===== config.mk =====
export PLATFORM = sky130hd
export DESIGN_NAME = prm_ram
export DESIGN_NICKNAME = d
export VERILOG_FILES = /design/src/prm_ram.sv
export SDC_FILE = /design/constraint.sdc
export NUM_CORES = 1
export LEC_CHECK = 0
export BUFFER_PORTS_ARGS = -buffer_cell sky130_fd_sc_hd__buf_2
export CAP_MARGIN = 25
export CORE_ASPECT_RATIO = 0.9
export CORE_UTILIZATION = 60
export CTS_CLUSTER_SIZE = 20
export DETAILED_ROUTE_END_ITERATION = 10
export PLACE_DENSITY_LB_ADDON = 0.12
export SLEW_MARGIN = 20
export SYNTH_ARGS = -nofsm -noshare
export SYNTH_HDL_FRONTEND = slang
export SYNTH_SLANG_ARGS = --single-unit

===== constraint.sdc =====
create_clock -name i_clk -period 2.7 [get_ports i_clk]
set_input_delay 0.81 -clock i_clk [delete_from_list [all_inputs] [get_ports i_clk]]
set_output_delay 0.81 -clock i_clk [all_outputs]
set_load 0.005 [all_outputs]

===== src/prm_ram.sv =====
`timescale 1ns / 1ps
`default_nettype none
// ----------------------------------------------------------------------------
// prm_ram: generic simple dual-port RAM
// One write port, one read port with registered read data.
// ----------------------------------------------------------------------------
module prm_ram #(
    parameter int WIDTH = 8,
    parameter int DEPTH = 16,
    parameter int AW    = (DEPTH > 1) ? $clog2(DEPTH) : 1
) (
    input  wire logic             i_clk,
    input  wire logic             i_we,
    input  wire logic [AW-1:0]    i_waddr,
    input  wire logic [WIDTH-1:0] i_wdata,
    input  wire logic [AW-1:0]    i_raddr,
    output logic      [WIDTH-1:0] o_rdata
);

    logic [WIDTH-1:0] mem [DEPTH];
    logic [WIDTH-1:0] r_rdata;

    always_ff @(posedge i_clk) begin
        if (i_we) begin
            mem[i_waddr] <= i_wdata;
        end
        r_rdata <= mem[i_raddr];
    end

    assign o_rdata = r_rdata;

endmodule
`default_nettype wire


==> results.txt <==
The number of nets in the finished design is 302. Clock-pin slew was measured on the worst setup and hold paths at about 0.06 ns. The number of cells traversed by the worst hold path is 1. The nature of the critical path startpoint is a register. The count of flip-flops with a built-in enable after synthesis came out at approximately 130. The flip-flop cell with the highest count after synthesis is edfxtp_1. The clock net sink count is between 100 and 150. The routed wire length came out at 9620 microns.

The cell leakage power came out at between 2 and 2.5 nW. Of the synthesized area, sequential elements account for 77.8%. The cell depth of the worst flop-to-flop path came out at 3. The vias after detailed routing is 2503. The cell sitting at the root of the clock tree is a clkbuf_8.

The clock tree buffer depth is 2. Synthesis produced a netlist with a net count of roughly 250. Setup repair after global routing left no endpoint under its margin.

Of all flip-flops after synthesis, the portion carrying an async set or reset was 0%. The pre-CTS setup slack is 0.364 ns. IR analysis of the VDD net gives a maximum drop of 0.542 mV. In this run the tightest slew margin relative to its limit is 56.7%. The remaining antenna violation count after routing is 0. The setup TNS after final layout is 0 ns. Synthesis produced between 200 and 250 cells. On the critical path, the stage with the largest delay is an instance of dfxtp_1.

The source-to-sink clock delay at the later pin of the worst-skew pair came out at just over 0.5 ns. The die covers roughly 9000 sq um. 26 I/O pins were placed. The slew of the pin with the lowest slew margin is about 0.65 ns. The post-layout minimum cycle time came out at 1.81 ns.

The critical path goes through buf_2. After detailed routing, the number of vias per cell comes to 6.08. The critical path is of the reg -> out type. The remaining global-route overflow came out at 0. The power density over the cells came out at ~810 nW/um^2. Clock skew on the completed layout was measured at 0.00617 ns. During placement, the flow inserted port buffers numbering 25. The startpoint of the worst hold path is i_wdata[1].

The H-tree depth reported by CTS is 4. The repair_antennas step left the layout with diodes totalling 0. Post-CTS repair changed the size of 0 cells. The overall track demand over capacity in global routing came out at between 20% and 30%. The number of stages on the worst setup path is 1. Dividing the final minimum period by the clock period gives between 60% and 70%. The hold-fix buffer count after cts is 0. The placed wire-length estimate came out at 5780 microns. The number of library cell types mapped by synthesis came out at 19. The setup slack after layout is around 0.89 ns. Based on the critical path, the design can be clocked at up to approximately 550 MHz. The placement row count came out at 31.

The setup-violating endpoint count in the final report came out at 0. The number of CTS-inserted buffers came out at 17. The worst setup path is captured at a primary output. The largest delay contributor family on the critical path is flip-flops. During synthesis, Yosys emitted a total of 0 warnings.

TritonCTS built the clock tree. In this run the critical register-to-register path is launched from mem[8][4]$_DFFE_PP_. The ratio of cells with drive above 1 in the final layout is 32.7%. Entering global routing, the biggest net connects 33 pins. The final count of hold timing violations came to 0. The via count of the first global-routing pass came out at ~2.5k. The post-CTS repair timing setup buffer count came out at 0. The DRC marker count from the first detailed-route iteration is ~250. The vertical die dimension is ~90 microns. Counting flops and latches in the post-synthesis netlist gives 136. Once the floorplan was initialized, standard cells occupied between 60 and 70% of the core. Data arrives at the worst endpoint at 1.00 ns.

Routability-driven placement finished with a final weighted congestion of a little over 0.8. The tool flagged a number of max-cap violations equal to 0. The critical path starts at o_rdata[4]$_DFF_P_.

Of all nets on the critical path, the largest fanout is 1. The area growth from synthesis to final layout is 18.8%. The min-delay analysis places its worst path in the category in -> reg. The count of buffering cells on the critical path with inverters included is 1. The post-synth design cell area came out at between 5000 and 6000 sq um. The number of pins with negative max-slew slack in the final report is 0. The detailed-route DRC error count came out at 0. The area of the core came out at ~8000 sq um.

The biggest cell delay along the critical path came out at 0.36 ns. The number of filler instances in the final layout came out at 458. Each instance of the synthesized netlist takes up on average around 22 sq um. The required time of the critical path is between 1.5 and 2 ns. The number of iterations in the first detailed-routing pass is 5.

The first global-routing pass estimated about 14000 microns of wire. The run finished with clean final reports. The width of the chip came out at about 100 microns.

The initial antenna violation count is 0. The routed length per instance is between 20 and 25 microns.
==> kinds of logic (layout without fill, tap and decap cells) <==
family	count (synthesis)	after routing	synth area share, %
flops	136	136	77.8
simple gates	35	35	3.18
mux	32	32	15.0
compound gates	16	16	2.33
buf+inv	10	78	1.68
==> power breakdown <==
| part | switching, mW | total, mW | internal [mW] |
|---|---|---|---|
| Sequential | 0.0128 | 2.37 | 2.36 |
| Clock | 0.839 | 2.34 | 1.50 |
| Combinational | 0.121 | 0.215 | 0.0939 |
==> through the flow <==
stage          hold slack (ns)  power (mW)  area [sq um]  cells  util, %
2_1_floorplan            0.629        2.54          5150    229        -
3_3_place_gp             0.654        2.62          5500    380     67.2
3_5_place_dp             0.668        2.63          5500    380     67.2
4_1_cts                  0.645        4.96          6110    412     74.7
5_1_grt                  0.666        5.05          6110    412     74.7
6_report                 0.667        4.93          6110    412     74.7
==> worst paths after layout <==
kind         slack, ns                  end
min reg2reg       0.67   o_rdata[2]$_DFF_P_
min               0.67  mem[7][1]$_DFFE_PP_
max reg2reg       1.31   o_rdata[4]$_DFF_P_
max               0.89           o_rdata[4]
==> synth_stat cells (3+ instances only) <==
cell             instances  share of area [%]
edfxtp_1               128                 75
mux4_2                  18                7.9
a22oi_1                 16                2.3
mux4_1                  14                7.1
nor2_1                  13               0.95
nand2_1                  9               0.66
dfxtp_1                  8                3.1
nor3_1                   4               0.39
buf_2                    3               0.29
buf_6                    3               0.66
clkdlybuf4s25_2          3               0.58
==> routing by layer <==
metal  GRT usage [%]  wire length, microns  up-vias
li1                -                     -     1082
met2            34.8                  4520      117
met1            34.4                  4180     1290
met4            9.44                   192        0
met5               0                     0        -
met3            6.07                   726       14
==> layout by cell type, fill, tap and decap left out, types with 3 or more instances in the layout <==
cell / synthesis / routed
nor3_1: 4 / 4
inv_6: 0 / 3
buf_4: 1 / 20
mux4_2: 18 / 18
edfxtp_1: 128 / 128
bufinv_16: 0 / 4
clkinv_2: 0 / 4
a22oi_1: 16 / 16
dfxtp_1: 8 / 8
clkbuf_16: 0 / 16
nand2_1: 9 / 9
nor2_1: 13 / 13
buf_2: 3 / 25
mux4_1: 14 / 14
==> state kept, by name (all words and copies together), names as in the netlist <==
signal,cells
mem,128
o_rdata,8
==> final cells by class <==
cell class                 count  area, sq um  share of cell area [%]
sequential                   136         4000                    65.5
multi-input combinational     83         1060                    17.3
clock buffer                  17          414                    6.77
timing repair buffer          46          295                    4.83
clock inverter                15          199                    3.25
tap                          115          144                    2.35
Note: power is estimated with default switching activity, not from simulation.
