File: src/prm_pkg.sv
`timescale 1ns / 1ps
`default_nettype none
// ----------------------------------------------------------------------------
// prm_pkg: shared types and constants for the prefix rule match/rewrite block
// Item and result structs, rule record layouts, command, family and action
// codes, and the prefix mask helper.
// ----------------------------------------------------------------------------
package prm_pkg;

    localparam int MAX_RULES_DEF = 16;
    localparam int CFG_W         = 5;
    localparam int SLOT_W        = 4;
    localparam int V4_PFX_MAX    = 32;

    localparam logic [1:0] CMD_CLASSIFY = 2'd0;
    localparam logic [1:0] CMD_WR_MATCH = 2'd1;
    localparam logic [1:0] CMD_WR_REPL  = 2'd2;

    localparam logic [1:0] FAM_V4 = 2'd0;
    localparam logic [1:0] FAM_V6 = 2'd1;

    localparam logic [1:0] ACT_PASS       = 2'd0;
    localparam logic [1:0] ACT_REWRITE    = 2'd1;
    localparam logic [1:0] ACT_DENY       = 2'd2;
    localparam logic [1:0] ACT_WRITE_DONE = 2'd3;

    typedef struct packed {
        logic [1:0]        cmd;
        logic [SLOT_W-1:0] rule_slot;
        logic [1:0]        family;
        logic [63:0]       address_high;
        logic [63:0]       address_low;
        logic [15:0]       port;
        logic [7:0]        prefix_length;
        logic              entry_present;
    } t_in_item;

    typedef struct packed {
        logic [1:0]        action;
        logic [1:0]        out_family;
        logic [63:0]       out_address_high;
        logic [63:0]       out_address_low;
        logic [15:0]       out_port;
        logic [SLOT_W-1:0] hit_slot;
        logic              hit;
    } t_out_item;

    typedef struct packed {
        logic        present;
        logic [1:0]  family;
        logic [15:0] port;
        logic [7:0]  prefix_len;
        logic [63:0] addr_high;
        logic [63:0] addr_low;
    } t_match_rec;

    typedef struct packed {
        logic        present;
        logic [1:0]  family;
        logic [15:0] port;
        logic [63:0] addr_high;
        logic [63:0] addr_low;
    } t_repl_rec;

    function automatic logic [127:0] lead_mask128(input logic [7:0] p);
        logic [127:0] m;
        for (int i = 0; i < 128; i++) begin
            m[127 - i] = (i < int'(p));
        end
        return m;
    endfunction

    function automatic t_out_item echo_item(input t_in_item it);
        t_out_item r;
        r                  = '0;
        r.action           = ACT_PASS;
        r.out_family       = it.family;
        r.out_address_high = it.address_high;
        r.out_address_low  = it.address_low;
        r.out_port         = it.port;
        return r;
    endfunction

endpackage
`default_nettype wire

File: src/prm_rule_eval.sv
`timescale 1ns / 1ps
`default_nettype none
// ----------------------------------------------------------------------------
// prm_rule_eval: single rule check and rewrite
// Decides whether one rule matches the held address and forms the rewritten
// or denied result for it.
// ----------------------------------------------------------------------------
module prm_rule_eval (
    input  wire prm_pkg::t_in_item   i_item,
    input  wire prm_pkg::t_match_rec i_match,
    input  wire prm_pkg::t_repl_rec  i_repl,
    output logic                     o_match,
    output prm_pkg::t_out_item       o_res
);
    import prm_pkg::*;

    logic [127:0] in_key;
    logic [127:0] rule_key;
    logic [127:0] mask;
    logic [7:0]   pfx_eff;
    logic         key_eq;
    logic         is_ip;
    logic         port_ok;
    logic         repl_fam_ok;

    always_comb begin
        if (i_item.family == FAM_V4) begin
            in_key   = {i_item.address_low[31:0], 96'b0};
            rule_key = {i_match.addr_low[31:0], 96'b0};
            pfx_eff  = (i_match.prefix_len > 8'(V4_PFX_MAX)) ?
                       8'(V4_PFX_MAX) : i_match.prefix_len;
        end else begin
            in_key   = {i_item.address_high, i_item.address_low};
            rule_key = {i_match.addr_high, i_match.addr_low};
            pfx_eff  = i_match.prefix_len;
        end
        mask = lead_mask128(pfx_eff);
    end

    assign key_eq      = ((in_key ^ rule_key) & mask) == '0;
    assign is_ip       = (i_item.family == FAM_V4) || (i_item.family == FAM_V6);
    assign port_ok     = (i_match.port == 16'd0) || (i_match.port == i_item.port);
    assign repl_fam_ok = !i_repl.present || (i_repl.family == i_item.family);

    always_comb begin
        if (!i_match.present) begin
            o_match = repl_fam_ok;
        end else begin
            o_match = repl_fam_ok && (i_match.family == i_item.family) && is_ip &&
                      port_ok && key_eq;
        end
    end

    always_comb begin
        o_res     = echo_item(i_item);
        o_res.hit = 1'b1;
        if (i_repl.present) begin
            o_res.action     = ACT_REWRITE;
            o_res.out_family = i_repl.family;
            if (i_item.family == FAM_V4) begin
                o_res.out_address_high = 64'd0;
                o_res.out_address_low  = {32'd0, i_repl.addr_low[31:0]};
            end else begin
                o_res.out_address_high = i_repl.addr_high;
                o_res.out_address_low  = i_repl.addr_low;
            end
            o_res.out_port = (i_repl.port != 16'd0) ? i_repl.port : i_item.port;
        end else begin
            o_res.action = ACT_DENY;
        end
    end

endmodule
`default_nettype wire

File: config.mk
export PLATFORM = sky130hd
export DESIGN_NAME = prm_rule_eval
export DESIGN_NICKNAME = d
export VERILOG_FILES = /design/src/prm_pkg.sv /design/src/prm_rule_eval.sv
export SDC_FILE = /design/constraint.sdc
export NUM_CORES = 1
export LEC_CHECK = 0
export BUFFER_PORTS_ARGS = -buffer_cell sky130_fd_sc_hd__buf_2
export CORE_AREA = 2 2 238 240
export DETAILED_ROUTE_END_ITERATION = 6
export DIE_AREA = 0 0 240 242
export PLACE_DENSITY = 0.37
export REMOVE_ABC_BUFFERS = 1
export SYNTH_ARGS = -nofsm -noshare
export SYNTH_HDL_FRONTEND = slang
export SYNTH_SLANG_ARGS = --single-unit
File: constraint.sdc
create_clock -name vclk -period 4.1
set_input_delay 0.82 -clock vclk [all_inputs]
set_output_delay 0.82 -clock vclk [all_outputs]
set_load 0.02 [all_outputs]
==> run metrics <==
status=complete, but fails checks; failing checks=setup timing; critical path class=input pin to output pin; top cell family by delay on the critical path=simple AND/OR/NAND/NOR gates; ratio of cells with drive above 1 in the final layout=a little under three fifths; DRC viols=0; worst-path cell chain=buf_8, nor2_4, buf_6, o21ai_4, or4_4, nor4_4, a22oi_1, o41a_1, o41ai_2, buf_4; CP Max Fanout=6; max cap viols=0; WL met1=between 20 and 25 mm; finished layout cell area=between 10000 and 15000 um2; Yosys cell types=61; Top Layer Used=met5; Hold Vio Cnt, Final=0; CP required=approximately 3.3 ns; VDD IR max=roughly 0.066 mV; FF+latch count=0; Mapped Cells=823; first-pass GRT wire length=~65 mm; Switch Pwr=approximately 860 uW; Leak=~5.1 nW; IO Pins=about 620; Slew headroom=between 40% and 50%; setup TNS=-0.200 ns; Synthesis Warnings=0; Placed Cells=approximately 2.3k; Final Non-Filler Cells=approximately 2.3k; Final #Nets=~2k; via count=~9.3k; Rows=87; Met3 Wirelength=about 2.5 mm; drt total wl=just under 50 mm; CP Capture Type=output pin; Area after DPL=about 10000 um2; post-DR vias/cell=between 4 and 5; sequential area share after synthesis=0%; min cycle time layout=approximately 4.3 ns; Clock power frac=0%; die footprint=between 50000 and 60000 um2; area leader, netlist=o2bb2ai_1; drt first pass iters=5; Gate power share=100.0%; Initial Utilization=9.70%; Routed wire per std cell=about 21 um; CTS Hold Bufs=0; Worst setup SP type=input pin; P&R area growth vs syn=99.1%; RSZ-0062 raised after global routing=true; Overall Global Routing Usage=15.4%; GRT overflow=0; vias in the first global route=9346; pre-CTS WS=-0.493 ns; Clock Buffer Count=0; area fraction of the dominant cell type after synthesis=roughly 16%; fin. max-slew vios=0; initial antenna violation count=5; Cell Int Power=around 640 uW; Slew @ Worst Pin=0.754 ns; syn_area_per_cell=6.57 um2; Sw Share=around 57%; IO Port Bufs=597; Core ar.=55700 um2; worst min path class=input pin to output pin; CP Buf/Inv Count=3; count leader, synth=nand2_1; post-route total power=approximately 1.5 mW; dpl hpwl=43.1 mm; die height=around 240 um; biggest cell delay along the critical path=~0.54 ns; Pwr Density=between 100 and 150 nW/um2; Register Area=0 um2; CP max-delay cell=or4_4; Synth top cells by count=nand2_1, o2bb2ai_1, xor2_1; setup ws final=-0.200 ns; fmax=233 MHz; initial drt markers=407; Synth area leaders=o2bb2ai_1, xor2_1, xnor2_1, mux2_2, nand2_1; Reg power frac=0%; Routed Antenna Nets=0; Final period util=105%; synthesized area=5410 um2; Worst Path Arrival=around 3.5 ns; chip width=between 200 and 250 um; largest net degree at the start of global routing=98; routed wl met2=between 20 and 25 mm; GPL Wtd Cong=between 0.9 and 1; setup violators final=1
## routing by layer
| metal | up-vias | track usage, % |
|---|---|---|
| met2 | 413 | 29.1 |
| li1 | 4472 | - |
| met5 | - | 0 |
| met4 | 4 | 2.48 |
| met1 | 4416 | 18.9 |
| met3 | 34 | 1.47 |
## final cells by class
class	instances	area, um2
Antenna cell	3	7.51
Timing Repair Buffer	784	4530
Fill cell	6449	45000
Inverter	4	17.5
Multi-Input combinational cell	750	5270
Tap cell	756	946
## through the flow
| stage | hold WS [ns] | utilization, % |
|---|---|---|
| after global routing | 1.99 | 19.3 |
| after CTS | 1.99 | 18.7 |
| final | 1.98 | 19.3 |
| after global placement | 1.98 | 18.5 |
| after floorplan | 1.64 | - |
| after detailed placement | 1.99 | 18.5 |
## cell families (layout without fill, tap and decap cells)
logic type / count (synthesis) / count (layout) / share of synthesized area [%]
mux: 50 / 50 / 10.4
compound gates: 289 / 289 / 38.1
simple gates: 259 / 259 / 21.4
other cells: 2 / 8 / 0.139
buf+inv: 76 / 788 / 6.18
xor+xnor: 147 / 147 / 23.8
## cell usage in the layout (no fill, tap or decap), drive strengths merged, types with 3 or more instances in the layout
master,netlist,final
clkbuf,50,3
conb,2,5
o2bb2ai,97,97
a211oi,6,6
or2,6,6
nor4,22,22
o21ai,53,53
xnor2,73,73
nand3,3,3
o32ai,3,3
nand4,10,10
buf,22,781
mux2,50,50
inv,4,4
nor2,60,60
o22ai,7,7
nor3,8,8
a2111oi,4,4
a21oi,63,63
a221oi,5,5
o31ai,5,5
a21o,6,6
xor2,74,74
nand2,130,130
or4,3,3
a22oi,7,7
nand2b,4,4
a31oi,4,4
diode,0,3
o211ai,6,6
or3,3,3
and2,4,4
## power groups by stage
stage	Combinational (mW)	Sequential, mW	Clock [mW]
after floorplan	0.604	0	0
after detailed placement	1.47	0	0
after global placement	1.47	0	0
after CTS	1.49	0	0
final	1.50	0	0.0000000982
after global routing	1.62	0	0.0000000979
## worst paths after layout
check / from / to / slack [ns] / cells past startpoint
worst max-delay path: i_item[153] / o_match / -0.20 / 10
worst min-delay path: i_repl[22] / o_res[43] / 1.98 / 3
## timing repair
| action | 4_1_cts | 5_1_grt |
|---|---|---|
| buffers inserted | 1 | 16 |
| setup endpoints to repair | 1 | 1 |
| hold endpoints to repair | 0 | 0 |
| resized for setup | 23 | 52 |
| gates cloned | 0 | 1 |
| pin swaps | 3 | 16 |
Note: power is estimated with default switching activity, not from simulation.
